<file path="config.mk">
export PLATFORM = sky130hd
export DESIGN_NAME = uart_command_frame_receiver_unit
export DESIGN_NICKNAME = d
export VERILOG_FILES = /design/src/rtl/ucfr_pkg.sv /design/src/rtl/ucfr_ram.sv /design/src/rtl/uart_command_frame_receiver_unit.sv
export SDC_FILE = /design/constraint.sdc
export NUM_CORES = 1
export LEC_CHECK = 0
export ABC_AREA = 0
export BUFFER_PORTS_ARGS = -buffer_cell sky130_fd_sc_hd__buf_2
export CAP_MARGIN = 15
export CELL_PAD_IN_SITES_DETAIL_PLACEMENT = 1
export CELL_PAD_IN_SITES_GLOBAL_PLACEMENT = 2
export CORE_ASPECT_RATIO = 1.75
export CORE_MARGIN = 3
export CORE_UTILIZATION = 39
export CTS_BUF_LIST = sky130_fd_sc_hd__clkbuf_8
export CTS_CLUSTER_DIAMETER = 150
export DETAILED_ROUTE_END_ITERATION = 10
export PLACE_DENSITY = 0.67
export SYNTH_ARGS = -nofsm -noshare
export SYNTH_HDL_FRONTEND = slang
export SYNTH_HIERARCHICAL = 1
export SYNTH_SLANG_ARGS = --single-unit
</file>
<file path="constraint.sdc">
create_clock -name clock -period 4.45 [get_ports clock]
set_input_delay 1.1125 -clock clock [delete_from_list [all_inputs] [get_ports clock]]
set_output_delay 1.1125 -clock clock [all_outputs]
set_load 0.01 [all_outputs]
</file>
<file path="src/rtl/ucfr_pkg.sv">
package ucfr_pkg;

   localparam int unsigned SIGN_LEN = 4;

   localparam logic [1:0] MODE_BYTE    = 2'd0;
   localparam logic [1:0] MODE_TICK    = 2'd1;
   localparam logic [1:0] MODE_RELEASE = 2'd2;

   localparam logic [1:0] STATUS_GOOD     = 2'd0;
   localparam logic [1:0] STATUS_CHECKSUM = 2'd1;
   localparam logic [1:0] STATUS_LENGTH   = 2'd2;

   localparam logic [1:0] CSR_START_BYTE    = 2'd0;
   localparam logic [1:0] CSR_END_BYTE      = 2'd1;
   localparam logic [1:0] CSR_TIMEOUT_TICKS = 2'd2;

   localparam logic [7:0] START_BYTE_RESET    = 8'd92;
   localparam logic [7:0] END_BYTE_RESET      = 8'd202;
   localparam logic [7:0] TIMEOUT_TICKS_RESET = 8'd5;

   localparam logic       KIND_PAYLOAD = 1'b0;
   localparam logic       KIND_STATUS  = 1'b1;

   typedef enum logic [2:0] {
      PH_HUNT,
      PH_TYPE,
      PH_SIGN,
      PH_LEN,
      PH_DATA,
      PH_XOR,
      PH_END,
      PH_DONE
   } phase_type;

   typedef enum logic [1:0] {
      EM_IDLE,
      EM_READ,
      EM_LOAD,
      EM_STATUS
   } emit_type;

   typedef struct packed {
      logic [1:0] mode;
      logic [7:0] rx_byte;
      logic       tx_busy;
   } req_type;

   typedef struct packed {
      logic        item_kind;
      logic [7:0]  payload_byte;
      logic [1:0]  frame_status;
      logic [7:0]  frame_type;
      logic [31:0] frame_sign;
      logic [7:0]  frame_length;
      logic        last_item;
   } rsp_type;

endpackage

</file>
<file path="src/rtl/ucfr_ram.sv">
module ucfr_ram #(
   parameter int unsigned WIDTH = 8,
   parameter int unsigned DEPTH = 32,
   localparam int unsigned AW = (DEPTH > 1) ? $clog2(DEPTH) : 1
) (
   input  logic             clock,
   input  logic             wr_en,
   input  logic [AW-1:0]    wr_addr,
   input  logic [WIDTH-1:0] wr_data,
   input  logic             rd_en,
   input  logic [AW-1:0]    rd_addr,
   output logic [WIDTH-1:0] rd_data
);

   logic [WIDTH-1:0] mem_ff [DEPTH];
   logic [WIDTH-1:0] rd_data_ff;

   always_ff @(posedge clock) begin
      if (wr_en) begin
         mem_ff[wr_addr] <= wr_data;
      end
      if (rd_en) begin
         rd_data_ff <= mem_ff[rd_addr];
      end
   end

   assign rd_data = rd_data_ff;

endmodule

</file>
<file path="src/rtl/uart_command_frame_receiver_unit.sv">
// channel | dir | handshake            | payload
// req     | in  | req_valid/req_stall  | ucfr_pkg::req_type (mode, rx_byte, tx_busy)
// rsp     | out | rsp_valid/rsp_stall  | ucfr_pkg::rsp_type (payload byte or status)
// csr     | in  | csr_valid/csr_ready  | csr_index, csr_wdata
//
// A request is taken when no frame is being emitted.
// A good frame of L bytes is read back from the payload RAM byte by byte, then a status
// item follows; rsp_stall holds the output register and slows the emission.
// Requests stall during that emission; each byte needs a RAM read and an output load.
// Reset is synchronous; the payload RAM is not cleared, only written entries are read.
module uart_command_frame_receiver_unit #(
   parameter int unsigned MAX_PAYLOAD = 32
) (
   input  logic              clock,
   input  logic              reset,
   input  logic              req_valid,
   output logic              req_stall,
   input  ucfr_pkg::req_type req_data,
   output logic              rsp_valid,
   input  logic              rsp_stall,
   output ucfr_pkg::rsp_type rsp_data,
   input  logic              csr_valid,
   output logic              csr_ready,
   input  logic [1:0]        csr_index,
   input  logic [7:0]        csr_wdata
);

   localparam int unsigned AW = (MAX_PAYLOAD > 1) ? $clog2(MAX_PAYLOAD) : 1;
   localparam int unsigned CW = $clog2(MAX_PAYLOAD + 1);
   localparam logic [7:0]  MAX_LEN = 8'(MAX_PAYLOAD);

   logic [7:0] start_byte_ff, end_byte_ff, timeout_ticks_ff;

   ucfr_pkg::phase_type phase_ff, phase_in;
   ucfr_pkg::emit_type  emit_ff, emit_in;
   logic [2:0]    sign_count_ff, sign_count_in;
   logic [CW-1:0] data_count_ff, data_count_in;
   logic [7:0]    length_ff, length_in;
   logic [7:0]    type_ff, type_in;
   logic [31:0]   sign_ff, sign_in;
   logic [7:0]    xor_ff, xor_in;
   logic [7:0]    check_ff, check_in;
   logic          held_ff, held_in;
   logic          receiving_ff, receiving_in;
   logic [7:0]    idle_ff, idle_in;
   logic [1:0]    status_ff, status_in;
   logic [CW-1:0] emit_idx_ff, emit_idx_in;
   logic          rsp_valid_ff, rsp_valid_in;
   ucfr_pkg::rsp_type rsp_data_ff, rsp_data_in;

   logic          req_fire, out_free, do_start, start_hit, do_clear;
   logic [7:0]    idle_next;
   logic [CW-1:0] data_count_inc;
   logic          ram_wr_en, ram_rd_en;
   logic [7:0]    ram_rd_data;

   assign req_fire  = req_valid && !req_stall;
   assign req_stall = (emit_ff != ucfr_pkg::EM_IDLE);
   assign out_free  = !rsp_valid_ff || !rsp_stall;
   assign start_hit = (req_data.rx_byte == start_byte_ff);
   assign idle_next = (idle_ff == 8'hFF) ? idle_ff : idle_ff + 8'd1;
   assign data_count_inc = data_count_ff + CW'(1);
   assign csr_ready = 1'b1;
   assign rsp_valid = rsp_valid_ff;
   assign rsp_data  = rsp_data_ff;

   assign ram_wr_en = req_fire && (req_data.mode == ucfr_pkg::MODE_BYTE)
                      && (phase_ff == ucfr_pkg::PH_DATA)
                      && (data_count_ff < CW'(MAX_PAYLOAD));
   assign ram_rd_en = (emit_ff == ucfr_pkg::EM_READ);

   ucfr_ram #(
      .WIDTH (8),
      .DEPTH (MAX_PAYLOAD)
   ) u_payload_ram (
      .clock   (clock),
      .wr_en   (ram_wr_en),
      .wr_addr (data_count_ff[AW-1:0]),
      .wr_data (req_data.rx_byte),
      .rd_en   (ram_rd_en),
      .rd_addr (emit_idx_ff[AW-1:0]),
      .rd_data (ram_rd_data)
   );

   always_comb begin
      phase_in      = phase_ff;
      emit_in       = emit_ff;
      sign_count_in = sign_count_ff;
      data_count_in = data_count_ff;
      length_in     = length_ff;
      type_in       = type_ff;
      sign_in       = sign_ff;
      xor_in        = xor_ff;
      check_in      = check_ff;
      held_in       = held_ff;
      receiving_in  = receiving_ff;
      idle_in       = idle_ff;
      status_in     = status_ff;
      emit_idx_in   = emit_idx_ff;
      rsp_valid_in  = rsp_valid_ff && rsp_stall;
      rsp_data_in   = rsp_data_ff;
      do_start      = 1'b0;
      do_clear      = 1'b0;

      if (req_fire) begin
         unique case (req_data.mode)
            ucfr_pkg::MODE_TICK: begin
               if (receiving_ff) begin
                  idle_in = idle_next;
                  if (idle_next > timeout_ticks_ff) begin
                     phase_in     = ucfr_pkg::PH_HUNT;
                     receiving_in = 1'b0;
                     idle_in      = 8'd0;
                     do_clear     = 1'b1;
                  end
               end
            end
            ucfr_pkg::MODE_RELEASE: begin
               held_in = 1'b0;
            end
            ucfr_pkg::MODE_BYTE: begin
               unique case (phase_ff)
                  ucfr_pkg::PH_DONE: begin
                     do_start = !held_ff && !req_data.tx_busy && start_hit;
                  end
                  ucfr_pkg::PH_HUNT: begin
                     do_start = start_hit;
                  end
                  ucfr_pkg::PH_TYPE: begin
                     type_in  = req_data.rx_byte;
                     xor_in   = xor_ff ^ req_data.rx_byte;
                     idle_in  = 8'd0;
                     phase_in = ucfr_pkg::PH_SIGN;
                  end
                  ucfr_pkg::PH_SIGN: begin
                     sign_in       = {sign_ff[23:0], req_data.rx_byte};
                     xor_in        = xor_ff ^ req_data.rx_byte;
                     idle_in       = 8'd0;
                     sign_count_in = sign_count_ff + 3'd1;
                     if (sign_count_in >= 3'(ucfr_pkg::SIGN_LEN)) begin
                        phase_in = ucfr_pkg::PH_LEN;
                     end
                  end
                  ucfr_pkg::PH_LEN: begin
                     length_in = req_data.rx_byte;
                     xor_in    = xor_ff ^ req_data.rx_byte;
                     idle_in   = 8'd0;
                     priority if (req_data.rx_byte > MAX_LEN) begin
                        status_in    = ucfr_pkg::STATUS_LENGTH;
                        emit_in      = ucfr_pkg::EM_STATUS;
                        phase_in     = ucfr_pkg::PH_HUNT;
                        receiving_in = 1'b0;
                     end else if (req_data.rx_byte != 8'd0) begin
                        phase_in = ucfr_pkg::PH_DATA;
                     end else begin
                        phase_in = ucfr_pkg::PH_XOR;
                     end
                  end
                  ucfr_pkg::PH_DATA: begin
                     data_count_in = data_count_inc;
                     xor_in        = xor_ff ^ req_data.rx_byte;
                     idle_in       = 8'd0;
                     if (8'(data_count_inc) >= length_ff) begin
                        phase_in = ucfr_pkg::PH_XOR;
                     end
                  end
                  ucfr_pkg::PH_XOR: begin
                     check_in = req_data.rx_byte;
                     idle_in  = 8'd0;
                     phase_in = ucfr_pkg::PH_END;
                  end
                  ucfr_pkg::PH_END: begin
                     if (req_data.rx_byte == end_byte_ff) begin
                        if (check_ff != xor_ff) begin
                           status_in = ucfr_pkg::STATUS_CHECKSUM;
                           emit_in   = ucfr_pkg::EM_STATUS;
                        end else begin
                           status_in   = ucfr_pkg::STATUS_GOOD;
                           held_in     = 1'b1;
                           emit_idx_in = '0;
                           emit_in     = (length_ff == 8'd0) ? ucfr_pkg::EM_STATUS
                                                              : ucfr_pkg::EM_READ;
                        end
                        phase_in = ucfr_pkg::PH_DONE;
                     end else begin
                        phase_in = ucfr_pkg::PH_HUNT;
                        do_clear = 1'b1;
                     end
                     receiving_in = 1'b0;
                     idle_in      = 8'd0;
                  end
                  default: begin
                  end
               endcase
            end
            default: begin
            end
         endcase
      end

      if (do_start) begin
         do_clear     = 1'b1;
         receiving_in = 1'b1;
         idle_in      = 8'd0;
         phase_in     = ucfr_pkg::PH_TYPE;
      end

      if (do_clear) begin
         sign_count_in = 3'd0;
         data_count_in = '0;
         length_in     = 8'd0;
         type_in       = 8'd0;
         sign_in       = 32'd0;
         xor_in        = 8'd0;
         check_in      = 8'd0;
      end

      unique case (emit_ff)
         ucfr_pkg::EM_READ: begin
            emit_in = ucfr_pkg::EM_LOAD;
         end
         ucfr_pkg::EM_LOAD: begin
            if (out_free) begin
               rsp_valid_in             = 1'b1;
               rsp_data_in.item_kind    = ucfr_pkg::KIND_PAYLOAD;
               rsp_data_in.payload_byte = ram_rd_data;
               rsp_data_in.frame_status = ucfr_pkg::STATUS_GOOD;
               rsp_data_in.frame_type   = type_ff;
               rsp_data_in.frame_sign   = sign_ff;
               rsp_data_in.frame_length = length_ff;
               rsp_data_in.last_item    = 1'b0;
               emit_idx_in              = emit_idx_ff + CW'(1);
               emit_in = (8'(emit_idx_in) >= length_ff) ? ucfr_pkg::EM_STATUS
                                                        : ucfr_pkg::EM_READ;
            end
         end
         ucfr_pkg::EM_STATUS: begin
            if (out_free) begin
               rsp_valid_in             = 1'b1;
               rsp_data_in.item_kind    = ucfr_pkg::KIND_STATUS;
               rsp_data_in.payload_byte = 8'd0;
               rsp_data_in.frame_status = status_ff;
               rsp_data_in.frame_type   = type_ff;
               rsp_data_in.frame_sign   = sign_ff;
               rsp_data_in.frame_length = length_ff;
               rsp_data_in.last_item    = 1'b1;
               emit_in                  = ucfr_pkg::EM_IDLE;
            end
         end
         default: begin
         end
      endcase
   end

   always_ff @(posedge clock) begin
      if (reset) begin
         start_byte_ff    <= ucfr_pkg::START_BYTE_RESET;
         end_byte_ff      <= ucfr_pkg::END_BYTE_RESET;
         timeout_ticks_ff <= ucfr_pkg::TIMEOUT_TICKS_RESET;
      end else if (csr_valid && csr_ready) begin
         unique case (csr_index)
            ucfr_pkg::CSR_START_BYTE:    start_byte_ff    <= csr_wdata;
            ucfr_pkg::CSR_END_BYTE:      end_byte_ff      <= csr_wdata;
            ucfr_pkg::CSR_TIMEOUT_TICKS: timeout_ticks_ff <= csr_wdata;
            default: begin
            end
         endcase
      end
   end

   always_ff @(posedge clock) begin
      if (reset) begin
         phase_ff      <= ucfr_pkg::PH_HUNT;
         emit_ff       <= ucfr_pkg::EM_IDLE;
         sign_count_ff <= 3'd0;
         data_count_ff <= '0;
         length_ff     <= 8'd0;
         type_ff       <= 8'd0;
         sign_ff       <= 32'd0;
         xor_ff        <= 8'd0;
         check_ff      <= 8'd0;
         held_ff       <= 1'b0;
         receiving_ff  <= 1'b0;
         idle_ff       <= 8'd0;
         status_ff     <= ucfr_pkg::STATUS_GOOD;
         emit_idx_ff   <= '0;
         rsp_valid_ff  <= 1'b0;
      end else begin
         phase_ff      <= phase_in;
         emit_ff       <= emit_in;
         sign_count_ff <= sign_count_in;
         data_count_ff <= data_count_in;
         length_ff     <= length_in;
         type_ff       <= type_in;
         sign_ff       <= sign_in;
         xor_ff        <= xor_in;
         check_ff      <= check_in;
         held_ff       <= held_in;
         receiving_ff  <= receiving_in;
         idle_ff       <= idle_in;
         status_ff     <= status_in;
         emit_idx_ff   <= emit_idx_in;
         rsp_valid_ff  <= rsp_valid_in;
      end
   end

   always_ff @(posedge clock) begin
      rsp_data_ff <= rsp_data_in;
   end

endmodule

</file>
Word-level counts from Yosys, hierarchy flattened
Memories as Yosys holds them, arrays and structs flattened. A register that Yosys moved wholly into a read port is not among the register bits.
Index checks and enable logic that the tools add are counted.
{ "totals": {"memories": 1, "word_cells": 188, "reg_bits": 181, "ramBits": 256, "input_bits": 26, "out_inout_bits": 63} }
{ "memory_table": {"columns": ["memory", "depth", "width", "rd", "rd_ports_with_merged_regs", "write_ports", "line", "source"], "rows": [
  ["u_payload_ram.mem_ff", 32, 8, 1, 1, 1, "ucfr_ram.sv:15", "logic [WIDTH-1:0] mem_ff [DEPTH];"]
]} }
{ "classes": {"eq_ne": 38, "addsub": 4, "reduce_logical": 46, "order_cmp": 6, "n_bitwise": 1, "muxes": 66} }
{ "op_table": {"columns": ["operator", "n"], "rows": [
  ["60-bit two-way mux", 2],
  ["60-bit one-hot mux with 2 select lines", 1],
  ["6-bit two-way mux", 7],
  ["8-bit two-way mux", 4],
  ["1-bit two-way mux", 24],
  ["2-bit two-way mux", 11],
  ["3-bit AND reduction", 7],
  ["3-bit two-way mux", 6],
  ["3-bit one-hot mux with 6 select lines", 1],
  ["8-bit equality test", 2],
  ["6-bit by 8-bit greater-or-equal comparator with 1-bit output", 2],
  ["2-bit != test (second input constant)", 8],
  ["8-bit one-hot mux with 2 select lines", 1],
  ["7-bit AND reduction", 2],
  ["6-bit by 1-bit adder with 6-bit output (second input constant)", 2],
  ["3-bit equality test (second input constant)", 4],
  ["2-bit nonzero test", 6],
  ["1-bit one-hot mux with 2 select lines", 5],
  ["5-bit AND reduction", 2],
  ["3-bit != test (second input constant)", 3],
  ["8-bit by 1-bit adder with 8-bit output (second input constant)", 1],
  ["2-bit equality test (second input constant)", 4],
  ["8-bit equality test (second input constant)", 1],
  ["8-bit by 6-bit greater-than comparator with 1-bit output (second input constant)", 1],
  ["32 further kinds", 54]
]} }

Longest topological paths before layout
Gate-level depths: netlist of run 1.
{ "depth": {"word_depth": 9, "ltp_mapped": 13, "mapped_depth_nobuf": 12} }

By module
Netlist of run 1, hierarchy kept.
{ "by_module_without_submodules": {"columns": ["mod", "instances", "seq_area_each_um2", "area_each_um2", "cells_each"], "rows": [
  ["ucfr_ram", 1, 7927.6, 10133.5, 417],
  ["uart_command_frame_receiver_unit", 1, 4194.0, 7847.5, 754]
]} }

Worst setup path before layout of run 1
OpenSTA, ideal clock, no wires.
{ "synth_path": {"kind": "input -> register", "startpoint": "input req_data[10] (netlist name)", "endpoint": "memory u_payload_ram.mem_ff[28][0] (enable)", "path_slack_ns": 0.820, "n_path_buf": 3, "setup_ns": 0.370, "path_stages": 8, "t_required_ns": 4.080, "arrival_time_ns": 3.260, "cell_sequence": "nor2_2 nand3_1 buf_2 clkbuf_1 nor4_1 or3b_2 clkbuf_1 nor2_1"} }
{ "synth_via": {"elab_chain_len": 6} }
{ "synth_lines": {"columns": ["element", "line", "source"], "rows": [
  ["start: declaration", "uart_command_frame_receiver_unit.sv:18", "input ucfr_pkg::req_type req_data,"],
  ["2-bit zero test", "uart_command_frame_receiver_unit.sv:67", "assign ram_wr_en = req_fire && (req_data.mode == ucfr_pkg::MODE_BYTE)"],
  ["1-bit logical AND", "uart_command_frame_receiver_unit.sv:67", null],
  ["1-bit logical AND", "uart_command_frame_receiver_unit.sv:68", "&& (phase_ff == ucfr_pkg::PH_DATA)"],
  ["1-bit logical AND", "uart_command_frame_receiver_unit.sv:69", "&& (data_count_ff < CW'(MAX_PAYLOAD));"],
  ["via ram_wr_en", "uart_command_frame_receiver_unit.sv:54", "logic ram_wr_en, ram_rd_en;"],
  ["1-bit two-way mux", "ucfr_ram.sv:19", "if (wr_en) begin"],
  ["1-bit two-way mux (not written as such)", "ucfr_ram.sv:20", "mem_ff[wr_addr] <= wr_data;"],
  ["end: declaration", "ucfr_ram.sv:15", null]
]} }
The timed path passes the listed nets, and every way through them passes these cells.

Worst setup path in the final report of run 1
{ "layout_path": {"startpoint": "register idle_ff[0]", "endpoint": "register sign_ff[16]"} }
{ "layout_via": {"elab_chain_len": 9, "word_cells_on_any_way": 10, "cone_classes": "1 x add/sub; 1 x order compare; 1 x eq/ne; 6 x mux; 1 x reduce/logical"} }
{ "layout_lines": {"columns": ["element", "line", "source"], "rows": [
  ["start: declaration", "uart_command_frame_receiver_unit.sv:45", "logic [7:0] idle_ff, idle_in;"],
  ["start signal: assignment", "uart_command_frame_receiver_unit.sv:300", "idle_ff <= idle_in;"],
  ["8-bit by 1-bit adder with 8-bit output / 8-bit equality test (equally long branches)", "uart_command_frame_receiver_unit.sv:61", "assign idle_next = (idle_ff == 8'hFF) ? idle_ff : idle_ff + 8'd1;"],
  ["8-bit two-way mux (*)", "uart_command_frame_receiver_unit.sv:61", null],
  ["8-bit greater-than comparator (*)", "uart_command_frame_receiver_unit.sv:110", "if (idle_next > timeout_ticks_ff) begin"],
  ["1-bit two-way mux (*)", "uart_command_frame_receiver_unit.sv:110", null],
  ["1-bit two-way mux (*)", "uart_command_frame_receiver_unit.sv:108", "if (receiving_ff) begin"],
  ["1-bit one-hot mux with 2 select lines (*)", "uart_command_frame_receiver_unit.sv:106", "unique case (req_data.mode)"],
  ["1-bit two-way mux (*)", "uart_command_frame_receiver_unit.sv:105", "if (req_fire) begin"],
  ["1-bit two-way mux (*)", "uart_command_frame_receiver_unit.sv:201", "if (do_start) begin"],
  ["2-bit OR reduction (no source line) (*)", null, null],
  ["end signal: assignment", "uart_command_frame_receiver_unit.sv:295", "sign_ff <= sign_in;"],
  ["end: declaration", "uart_command_frame_receiver_unit.sv:40", "logic [31:0] sign_ff, sign_in;"]
]} }
Mark *: on every way between the ends. The rest lies on a longest branch, timed or not.
A chain may end at the register's enable or synchronous reset.

==> reports/results.ini, run 1 <==
[run_status]
status=completed

[synthesis]
syn_nets=1221
ys.flop_type=edfxtp_1
async_flop_share=0
yosysTopAreaCellShare=0.5394
yosysSeqAreaShare=0.6741
yosys.area.top_type=edfxtp_1
synth_edf_count=323
syn_inst=1171
synthTopCellsByArea=edfxtp_1, dfxtp_1, mux4_2
yosysWarnings=6
synth_seq_cells=444
synth_cell_types=57
synth_area_mm2=0.01798
avgSynthCellArea_um2=15.36

[global_route]
met2_usage=0.3376
antenna_found_initial=2
grtUsageMet1=0.2077
track_usage=0.1859
top_usage_layer=met2
grt_remaining_overflow=0
grt.met3_usage=0.03571
grt_pass1_wl_mm=68.28
grt_max_degree=71
grt_pass1_vias=11070

[floorplanning]
rows=103
die_h_um=290.1
dieArea_mm2=0.04882
ios=89
coreArea_mm2=0.04536
initial_core_util=0.3964
die_x_um=168.3

[setup_path]
path_depth=13
worst_path_most_repeated_cell=ha_1
r2r_slack_ns=0.73
slowest_stage=o31ai_4
slowest_delay_ns=0.60
rr_worst_depth=13
cp_top_family=simple AND/OR/NAND/NOR gates
r2r-start=idle_ff[0]
timing_worst_setup_path_type=reg -> reg
critPathBufInv=1
path_cells=ha_1 -> and2_1 -> nand3_1 -> and3_1 -> xor2_1 -> ha_1 -> and4_1 -> o2111ai_1 -> nand3b_1 -> a41oi_1 -> o31ai_4 -> buf_12 -> nor2_1
startpoint_type=flop
r2r_end=sign_ff[16]
required_ns=4.94
end_kind=flop
critPathArrivalTime_ns=4.21
crit_fanout=58

[detailed_routing]
dr.pass1.iters=5
drcViolationCount=0
viasPerCell=5.308
num_vias=10350
ant_nets=0
drt_iter0_drc=503
wl_mm=45.11
post_drt_wl_per_cell_um=23.13

[cts]
cts_buffers=66
cts_tree=built
post_cts_resized=0
clock_latency_ns=0.62
holdBufCountCts=0
h-tree-depth=3
cts_setup_buffers=0
clockBufferDepth=3
clock-sinks=444
clkTransAtPathRegs_ns=0.06
cts_root_buf=clkbuf_8

[sta]
slew-limit-headroom=0.3146
period_minus_slack_ns=3.716
hold_violations=0
slew_violations=0
skew_ns=0.02847
max_freq_mhz=269.1
rsz0062_at_grt=false
worstMarginPinSlew_ns=1.026
setup_viol=0
fin_setup_tns_ns=0
period_share=0.8350

[pwr]
ir_worst_vdd_v=0.0002008
power.density_mw_per_mm2=374.1
power_mw=7.677
power.leakage_nw=7.239

[finish]
area_growth_pct=14.12
fillers=4564
final_cells=1950
fin_nets=1372
final_cell_area_mm2=0.02052
drive_gt1_frac=0.2405

[placed_design]
dp_cells=1831
gp_congestion=0.7871
io_buffers=87
placed_area_mm2=0.01932
dp_hpwl_mm=30.94

[hold_path]
holdCritPathClass=reg -> reg
hold_path_startpoint=sign_ff[28]
hold_end=rsp_data[37]
hold-path-cell-count=0

[flow_run]
maxCapViolCount=0

[layer usage]
layer	up-vias	routed length [um]
met4	2	1961
met3	84	1992
met2	231	24260
li1	4733	-
met5	-	12
met1	5301	16880
[through the flow]
step / util / worst slack, ns / hold slack, ns
finish: 0.4523 / 0.7341 / 0.4269
CTS: 0.4523 / 0.7347 / 0.4330
global route: 0.4523 / 0.4812 / 0.4514
detailed placement: 0.4258 / 0.7232 / 0.4213
floorplan: - / 0.8198 / 0.4076
global placement: 0.4258 / 0.8160 / 0.4129
[cells in the mapped netlist, drive strengths merged (3+ instances only)]
| master | instances |
|---|---|
| o2111ai | 3 |
| inv | 26 |
| nor3 | 11 |
| or3 | 3 |
| nand3 | 27 |
| a211oi | 9 |
| o31ai | 5 |
| mux2i | 65 |
| nand2b | 3 |
| nand3b | 8 |
| xnor2 | 20 |
| or3b | 4 |
| mux4 | 80 |
| nand2 | 46 |
| nor4 | 7 |
| xor2 | 33 |
| and4 | 3 |
| ha | 24 |
| clkbuf | 18 |
| a21oi | 33 |
| o21a | 3 |
| a211o | 9 |
| and3 | 6 |
| dfxtp | 121 |
| edfxtp | 323 |
| nor2 | 150 |
| buf | 42 |
| a21o | 4 |
| a32o | 3 |
| a31oi | 9 |
| and2 | 10 |
| nor2b | 10 |
| o21ai | 24 |
| mux2 | 9 |
[report_power, final]
part	internal [mW]	leakage, nW	switching (mW)
Sequential	4.43	3.93	0.00899
Combinational	0.0491	2.62	0.138
Clock	1.52	0.690	1.53
Total	6.00	7.24	1.68
[layout make-up]
| cell class | instances | area, um^2 | area share |
|---|---|---|---|
| clock buffers | 70 | 963.4 | 0.04695 |
| multi-input cells | 641 | 5465 | 0.2663 |
| diodes | 1 | 2.502 | 0.0001220 |
| flip-flops and latches | 444 | 12130 | 0.5910 |
| clock inverters | 48 | 236.5 | 0.01152 |
| well taps | 577 | 721.9 | 0.03518 |
| inverters | 26 | 97.59 | 0.004756 |
| repair buffers | 143 | 905.9 | 0.04415 |
[flip-flops by register name (all words and copies together), names as in the netlist]
register,cells
u_payload_ram/mem_ff,256
rsp_data,59
sign_ff,32
check_ff,8
end_byte_ff,8
idle_ff,8
length_ff,8
start_byte_ff,8
timeout_ticks_ff,8
type_ff,8
u_payload_ram/rd_data,8
xor_ff,8
data_count_ff,6
emit_idx_ff,6
phase_ff,3
sign_count_ff,3
emit_ff,2
status_ff,2
held_ff,1
receiving_ff,1
rsp_valid,1
[cell families (layout without fill, tap and decap cells)]
| logic type | after synthesis | after routing | share of synthesized area |
|---|---|---|---|
| AOI/OAI and AO/OA | 110 | 110 | 0.03932 |
| DFF | 444 | 444 | 0.6741 |
| buffers and inverters | 86 | 287 | 0.02248 |
| xor gates and xnor gates | 53 | 53 | 0.02582 |
| other | 1 | 2 | 0.0002086 |
| and+or+nand+nor | 299 | 299 | 0.07933 |
| adders and majority gates | 24 | 24 | 0.01670 |
| muxes | 154 | 154 | 0.1420 |
[placed cells by master (no fill, tap or decap), types with 8 or more instances in the layout]
master	n
xor2_1	33
xnor2_1	20
mux2i_1	65
nor3_1	9
nand3_1	27
inv_1	46
o21ai_0	24
edfxtp_1	323
a211oi_1	9
buf_2	87
ha_1	24
dfxtp_1	119
and2_1	10
buf_4	52
nor2b_1	10
mux4_2	80
clkbuf_8	70
mux2_2	9
clkinv_1	18
nand3b_1	8
nor2_1	149
a211o_1	9
a31oi_1	9
a21oi_1	33
nand2_1	46
[worst max path at each step]
stage / from / end / slack, ns
floorplan: req_data[10] / u_payload_ram/mem_ff[28][0] / 0.82
global placement: idle_ff[0] / sign_ff[24] / 0.82
detailed placement: idle_ff[0] / type_ff[4] / 0.72
CTS: idle_ff[0] / sign_ff[16] / 0.73
global route: idle_ff[0] / sign_ff[16] / 0.48
finish: idle_ff[0] / sign_ff[16] / 0.73
Note: power is estimated with default switching activity, not from simulation.
==> run 2: changes to the inputs <==
- ABC_AREA: 0 -> 1
- CORE_UTILIZATION: 39 -> 38
- PLACE_DENSITY: 0.67 -> 0.75
- clock period: 4.45 -> 3.4 ns (I/O delays scaled with it)
==> reports/results.ini, run 2 <==
[synthesis]
synth_area_mm2=0.01882  ; was 0.01798 mm^2
synthTopCellsByArea=edfxtp_1, dfxtp_1, nand2_1  ; was edfxtp_1, dfxtp_1, mux4_2
syn_inst=1842  ; was 1171
yosys.area.top_type=edfxtp_1  ; unchanged
synth_edf_count=323  ; unchanged
syn_nets=1892  ; was 1221
yosysWarnings=6  ; unchanged
synth_seq_cells=444  ; unchanged
yosysTopAreaCellShare=0.5155  ; was 0.5394
synth_most_common_cell=nand2_1  ; was edfxtp_1
synth_cell_types=37  ; was 57
avgSynthCellArea_um2=10.22  ; was 15.36 um^2
synth_common_cells=nand2_1, edfxtp_1, nand3_1  ; was edfxtp_1, nor2_1, dfxtp_1
ys.flop_type=edfxtp_1  ; unchanged
async_flop_share=0  ; unchanged
yosysSeqAreaShare=0.6442  ; was 0.6741

[detailed_routing]
drt_iter0_drc=627  ; was 503
ant_nets=0  ; unchanged
viasPerCell=4.976  ; was 5.308
drcViolationCount=0  ; unchanged
num_vias=13380  ; was 10350
wl_mm=54.73  ; was 45.11 mm
dr.pass1.iters=5  ; unchanged
post_drt_wl_per_cell_um=20.36  ; was 23.13 um

[setup_path]
critPathArrivalTime_ns=3.59  ; was 4.21 ns
r2r-start=idle_ff[0]  ; unchanged
timing_worst_setup_path_type=reg -> reg  ; unchanged
r2r_slack_ns=0.41  ; was 0.73 ns
startpoint_type=flop  ; unchanged
required_ns=4.00  ; was 4.94 ns
crit_start=idle_ff[0]  ; unchanged
crit_fanout=30  ; was 58
rr_worst_depth=18  ; was 13
r2r_end=sign_ff[17]  ; was sign_ff[16]
end_kind=flop  ; unchanged
critPathCapture=sign_ff[17]  ; was sign_ff[16]

[hold_path]
holdCritPathClass=reg -> reg  ; unchanged
hold-path-cell-count=0  ; unchanged

[global_route]
grt.met3_usage=0.02826  ; was 0.03571
grt_max_degree=69  ; was 71
met2_usage=0.4260  ; was 0.3376
grt_remaining_overflow=0  ; unchanged
grtUsageMet1=0.2081  ; was 0.2077
top_usage_layer=met2  ; unchanged
track_usage=0.2096  ; was 0.1859
grt_pass1_wl_mm=84.50  ; was 68.28 mm
grt_pass1_vias=14710  ; was 11070
antenna_found_initial=1  ; was 2

[floorplanning]
dieArea_mm2=0.05233  ; was 0.04882 mm^2
die_h_um=300.4  ; was 290.1 um
coreArea_mm2=0.04887  ; was 0.04536 mm^2
die_x_um=174.2  ; was 168.3 um
ios=89  ; unchanged
rows=107  ; was 103
initial_core_util=0.3851  ; was 0.3964

[cts]
h-tree-depth=2  ; was 3
cts_setup_buffers=0  ; unchanged
clock-sinks=444  ; unchanged
cts_buffers=61  ; was 66
post_cts_resized=0  ; unchanged
clkTransAtPathRegs_ns=0.07  ; was 0.06 ns
clockBufferDepth=3  ; unchanged
cts_root_buf=clkbuf_8  ; unchanged
clock_latency_ns=0.67  ; was 0.62 ns
cts_tree=built  ; unchanged
holdBufCountCts=0  ; unchanged

[finish]
largest_register=u_payload_ram/mem_ff  ; unchanged
drive_gt1_frac=0.1372  ; was 0.2405
fin_nets=2032  ; was 1372
area_growth_pct=13.80  ; was 14.12%
mostFrequentLayoutCell=nand2_1  ; was edfxtp_1
final_cells=2688  ; was 1950
largest_register_ffs=256  ; unchanged
mostFrequentLayoutCells=nand2_1, edfxtp_1, nand3_1, nor2_1, dfxtp_1  ; was edfxtp_1, nor2_1, dfxtp_1, buf_2, mux4_2

[sta]
max_freq_mhz=334.1  ; was 269.1 MHz
rsz0062_at_grt=false  ; unchanged
slew_violations=0  ; unchanged
slew-limit-headroom=0.2312  ; was 0.3146
skew_ns=0.03815  ; was 0.02847 ns
worst_slack_ns=0.4067  ; was 0.7341 ns
period_share=0.8804  ; was 0.8350
fin_setup_tns_ns=0  ; unchanged
worstMarginPinSlew_ns=1.149  ; was 1.026 ns
period_minus_slack_ns=2.993  ; was 3.716 ns
setup_viol=0  ; unchanged
hold_violations=0  ; unchanged

[placed_design]
gp_congestion=0.8143  ; was 0.7871
dp_hpwl_mm=38.99  ; was 30.94 mm
dp_cells=2573  ; was 1831
pre_cts_ws_ns=0.2907  ; was 0.7232 ns
io_buffers=87  ; unchanged

[flow_run]
maxCapViolCount=0  ; unchanged

[pwr]
ir_worst_vdd_v=0.0002933  ; was 0.0002008 V
power.density_mw_per_mm2=497.7  ; was 374.1 mW/mm^2
power_mw=10.66  ; was 7.677 mW
power.leakage_nw=8.506  ; was 7.239 nW

[run_status]
status=completed  ; unchanged

[run 2: cell count changes after synthesis, sizes merged, moves of 22 or more]
| cell | previous run | this run |
|---|---|---|
| nor2 | 150 | 212 |
| nand3 | 27 | 247 |
| buf | 42 | 64 |
| mux4 | 80 | 0 |
| nand2 | 46 | 521 |
| mux2i | 65 | 18 |
| inv | 26 | 114 |
| a21oi | 33 | 67 |
[run 2: final cells by class]
cell class                 count  area [um^2]
fill                        5526        27450
multi-input combinational   1205         5680
clock inverter                49        450.4
tap                          654        818.3
clock buffer                  65        894.6
antenna                        1        2.502
timing repair buffer         155         1008
inverter                     115        432.9
sequential                   444        12130
[run 2: logic make-up (layout without fill, tap and decap cells)]
| logic type | count (synthesis) | in the layout | share of synthesized area |
|---|---|---|---|
| compound gates | 119 | 119 | 0.03305 |
| buf+inv | 193 | 384 | 0.05433 |
| flops | 444 | 444 | 0.6442 |
| xor+xnor | 47 | 47 | 0.02188 |
| mux | 18 | 18 | 0.009575 |
| simple gates | 996 | 996 | 0.2208 |
| other cells | 1 | 2 | 0.0001993 |
| fa+ha+maj | 24 | 24 | 0.01596 |
[run 2: worst min-delay path by stage]
stage	from	endpoint	slack (ns)
finish	length_ff[2]	rsp_data[3]	0.43
global route	csr_wdata[0]	end_byte_ff[0]	0.42
CTS	csr_wdata[0]	end_byte_ff[0]	0.40
detailed placement	length_ff[2]	rsp_data[3]	0.42
global placement	length_ff[3]	rsp_data[4]	0.41
floorplan	type_ff[4]	rsp_data[45]	0.41
[run 2: per-stage QoR]
step | util | hold slack, ns | cell area (um^2)
6_report | 0.4382 | 0.4277 | 21410
4_1_cts | 0.4382 | 0.3982 | 21410
5_1_grt | 0.4382 | 0.4162 | 21410
3_5_place_dp | 0.4107 | 0.4188 | 20070
2_1_floorplan | - | 0.4080 | 18820
3_3_place_gp | 0.4107 | 0.4141 | 20070
[run 2: power breakdown]
| group | internal (mW) | switching (mW) | leakage (nW) |
|---|---|---|---|
| Sequential | 5.80 | 0.0168 | 3.92 |
| Combinational | 0.0842 | 0.242 | 3.83 |
| Clock | 2.41 | 2.10 | 0.752 |
| Total | 8.30 | 2.36 | 8.51 |
[run 2: per-layer routing]
| metal | up-vias | part of all wire | wire length (um) |
|---|---|---|---|
| li1 | 6445 | - | - |
| met1 | 6631 | 0.36 | 19500 |
| met2 | 200 | 0.57 | 31400 |
| met3 | 99 | 0.028 | 1526 |
| met4 | 0 | 0.042 | 2307 |
| met5 | - | 0 | 0 |
[run 2: worst max-delay path: stages (launching register included)]
cell	delay (ns)
dfxtp_1	0.40
ha_1	0.22
nand2_1	0.09
nor3_2	0.24
nand3_2	0.22
o21ai_0	0.34
ha_1	0.32
nand2_1	0.07
nand2_1	0.04
nand2_1	0.05
nand2_1	0.05
nand2_1	0.06
nand2_1	0.06
nand4_1	0.07
o21ai_1	0.06
nand2_1	0.09
nand2_4	0.19
buf_12	0.24
nor2_1	0.10
==> run 3: changes to the inputs <==
- PLACE_DENSITY: 0.75 -> 0.74
- SYNTH_HIERARCHICAL: 1 -> unset
==> reports/results.ini, run 3 <==
[finish]
fin_nets=1938  ; was 2032
mostFrequentLayoutCells=edfxtp_1, nor2_1, nand2_1, o21ai_0, inv_1  ; was nand2_1, edfxtp_1, nand3_1, nor2_1, dfxtp_1
largest_register_ffs=256  ; unchanged
final_cell_area_mm2=0.02127  ; was 0.02141 mm^2
mostFrequentLayoutCell=edfxtp_1  ; was nand2_1
area_growth_pct=15.53  ; was 13.80%
drive_gt1_frac=0.1586  ; was 0.1372
largest_register=u_payload_ram.mem_ff  ; was u_payload_ram/mem_ff

[cts]
clockBufferDepth=3  ; unchanged
cts_buffers=66  ; was 61
clock-sinks=444  ; unchanged
cts_root_buf=clkbuf_8  ; unchanged
h-tree-depth=3  ; was 2
clock_latency_ns=0.63  ; was 0.67 ns
cts_tree=built  ; unchanged
clkTransAtPathRegs_ns=0.07  ; about the same

[pwr]
power.leakage_nw=7.831  ; was 8.506 nW
ir_worst_vdd_v=0.0003210  ; was 0.0002933 V
power.density_mw_per_mm2=492.7  ; was 497.7 mW/mm^2

[floorplanning]
coreArea_mm2=0.04788  ; was 0.04887 mm^2
rows=106  ; was 107
initial_core_util=0.3844  ; was 0.3851
die_h_um=297.1  ; was 300.4 um
ios=89  ; unchanged
die_x_um=172.4  ; was 174.2 um
dieArea_mm2=0.05122  ; was 0.05233 mm^2

[synthesis]
syn_nets=1778  ; was 1892
synth_edf_count=323  ; unchanged
synth_cell_types=46  ; was 37
synth_seq_cells=444  ; unchanged
synthTopCellsByArea=edfxtp_1, dfxtp_1, nor2_1  ; was edfxtp_1, dfxtp_1, nand2_1
ys.flop_type=edfxtp_1  ; unchanged
yosysWarnings=0  ; was 6
yosysTopAreaCellShare=0.5270  ; was 0.5155
yosys.area.top_type=edfxtp_1  ; unchanged
avgSynthCellArea_um2=10.67  ; was 10.22 um^2
yosysSeqAreaShare=0.6586  ; was 0.6442
syn_inst=1725  ; was 1842
async_flop_share=0  ; unchanged
synth_area_mm2=0.01841  ; was 0.01882 mm^2
synth_most_common_cell=edfxtp_1  ; was nand2_1
synth_common_cells=edfxtp_1, nor2_1, nand2_1  ; was nand2_1, edfxtp_1, nand3_1

[hold_path]
hold-path-cell-count=0  ; unchanged
holdCritPathClass=reg -> reg  ; unchanged

[setup_path]
slowest_delay_ns=0.36  ; was 0.40 ns
path_depth=19  ; was 18
slowest_stage=dfxtp_2  ; was dfxtp_1
crit_fanout=7  ; was 30
worst_path_most_repeated_cell=nand2_1  ; unchanged
critPathArrivalTime_ns=3.60  ; was 3.59 ns
startpoint_type=flop  ; unchanged
timing_worst_setup_path_type=reg -> reg  ; unchanged
rr_worst_depth=19  ; was 18
path_cells=ha_1 -> nand2_1 -> inv_1 -> nand4_1 -> nor3_4 -> inv_1 -> o21ai_0 -> inv_1 -> ha_1 -> a21oi_1 -> o21ai_0 -> nand2_1 -> nand2_1 -> nand2_1 -> a21boi_4 -> nand2_4 -> nand2_8 -> buf_4 -> nor2_1  ; was ha_1 -> nand2_1 -> nor3_2 -> nand3_2 -> o21ai_0 -> ha_1 -> nand2_1 -> nand2_1 -> nand2_1 -> nand2_1 -> nand2_1 -> nand2_1 -> nand4_1 -> o21ai_1 -> nand2_1 -> nand2_4 -> buf_12 -> nor2_1
end_kind=flop  ; unchanged
r2r_slack_ns=0.30  ; was 0.41 ns
required_ns=3.89  ; was 4.00 ns
critPathBufInv=4  ; was 1
cp_top_family=simple AND/OR/NAND/NOR gates  ; unchanged

[detailed_routing]
post_drt_wl_per_cell_um=21.39  ; was 20.36 um
num_vias=13050  ; was 13380
ant_nets=0  ; unchanged
drcViolationCount=0  ; unchanged
wl_mm=55.29  ; was 54.73 mm
dr.pass1.iters=4  ; was 5
viasPerCell=5.049  ; was 4.976
drt_iter0_drc=638  ; was 627

[placed_design]
placed_area_mm2=0.01991  ; was 0.02007 mm^2
io_buffers=87  ; unchanged
gp_congestion=0.8658  ; was 0.8143
dp_hpwl_mm=38.58  ; was 38.99 mm

[global_route]
track_usage=0.2172  ; was 0.2096
grt_pass1_vias=13960  ; was 14710
grt_max_degree=81  ; was 69
antenna_found_initial=1  ; unchanged
grt_remaining_overflow=0  ; unchanged
grt_pass1_wl_mm=83.26  ; was 84.50 mm

[run_status]
status=completed  ; unchanged

[flow_run]
maxCapViolCount=0  ; unchanged

[sta]
period_share=0.9131  ; was 0.8804
hold_violations=0  ; unchanged
slew-limit-headroom=0.2639  ; was 0.2312
worstMarginPinSlew_ns=1.100  ; was 1.149 ns
period_minus_slack_ns=3.105  ; was 2.993 ns
setup_viol=0  ; unchanged
fin_setup_tns_ns=0  ; unchanged
max_freq_mhz=322.1  ; was 334.1 MHz
slew_violations=0  ; unchanged
skew_ns=0.03348  ; was 0.03815 ns

-- run 3: logic make-up after synthesis --
| logic type | count (synthesis) | share of synthesized area |
|---|---|---|
| other | 1 | 0.0002037 |
| buffers and inverters | 189 | 0.04432 |
| multiplexers | 11 | 0.005982 |
| AND/OR/NAND/NOR | 656 | 0.1483 |
| adder cells (fa/ha/maj) | 27 | 0.01835 |
| flip-flops | 444 | 0.6586 |
| XOR/XNOR | 36 | 0.01713 |
| AO/OA/AOI/OAI | 361 | 0.1071 |
-- run 3: path summary, 6_finish.rpt --
check | from | end
worst max-delay path | idle_ff[0] | sign_ff[3]
worst min-delay path | sign_ff[3] | rsp_data[12]
worst max register to register | idle_ff[0] | sign_ff[3]
worst min register to register | sign_ff[3] | rsp_data[12]
-- run 3: repair_timing --
item / in CTS / in global routing
gates resized for setup: 0 / 5
hold buffers: 0 / 0
setup buffers: 0 / 4
setup endpoints to repair: 0 / 55
-- run 3: report_power, final --
part	switching [mW]	internal, mW	total (mW)	leakage, nW
clock network	2.09	2.24	4.33	0.736
registers	0.0146	5.80	5.82	3.85
logic	0.243	0.0893	0.332	3.24
-- run 3: metal layers --
layer  part of all wire  wire, um  track usage
met1               0.35     19480       0.2232
met2               0.57     31490       0.4183
met3              0.032      1796      0.03656
met4              0.046      2527      0.09551
met5                  0         0            0
-- run 3: final cells by class --
| type | instances | area, um^2 |
|---|---|---|
| inverter | 114 | 427.9 |
| timing repair buffer | 165 | 1096 |
| multi-input combinational | 1094 | 5518 |
| fill | 5325 | 26610 |
| antenna | 1 | 2.502 |
| tap | 648 | 810.8 |
| clock buffer | 67 | 922.1 |
| sequential | 444 | 12130 |
| clock inverter | 52 | 360.3 |
-- run 3: through the flow --
| step | power (mW) | util | instances | hold slack, ns | setup slack (ns) |
|---|---|---|---|---|---|
| floorplan | 6.094 | - | 1725 | 0.4080 | 0.4170 |
| global placement | 6.258 | 0.4158 | 2459 | 0.4155 | 0.2178 |
| detailed placement | 6.265 | 0.4158 | 2459 | 0.4225 | 0.2324 |
| CTS | 10.61 | 0.4426 | 2578 | 0.4233 | 0.2030 |
| global route | 10.87 | 0.4442 | 2585 | 0.4478 | -0.02627 |
| finish | 10.48 | 0.4442 | 2585 | 0.4141 | 0.2954 |
-- run 3: worst reg2reg max path, delay by kind of cell (launching register included) --
kind | cells | cell delay (ns)
compound gates | 4 | 0.61
simple gates | 9 | 1.11
fa+ha+maj | 2 | 0.47
buf+inv | 4 | 0.43
flops | 1 | 0.36
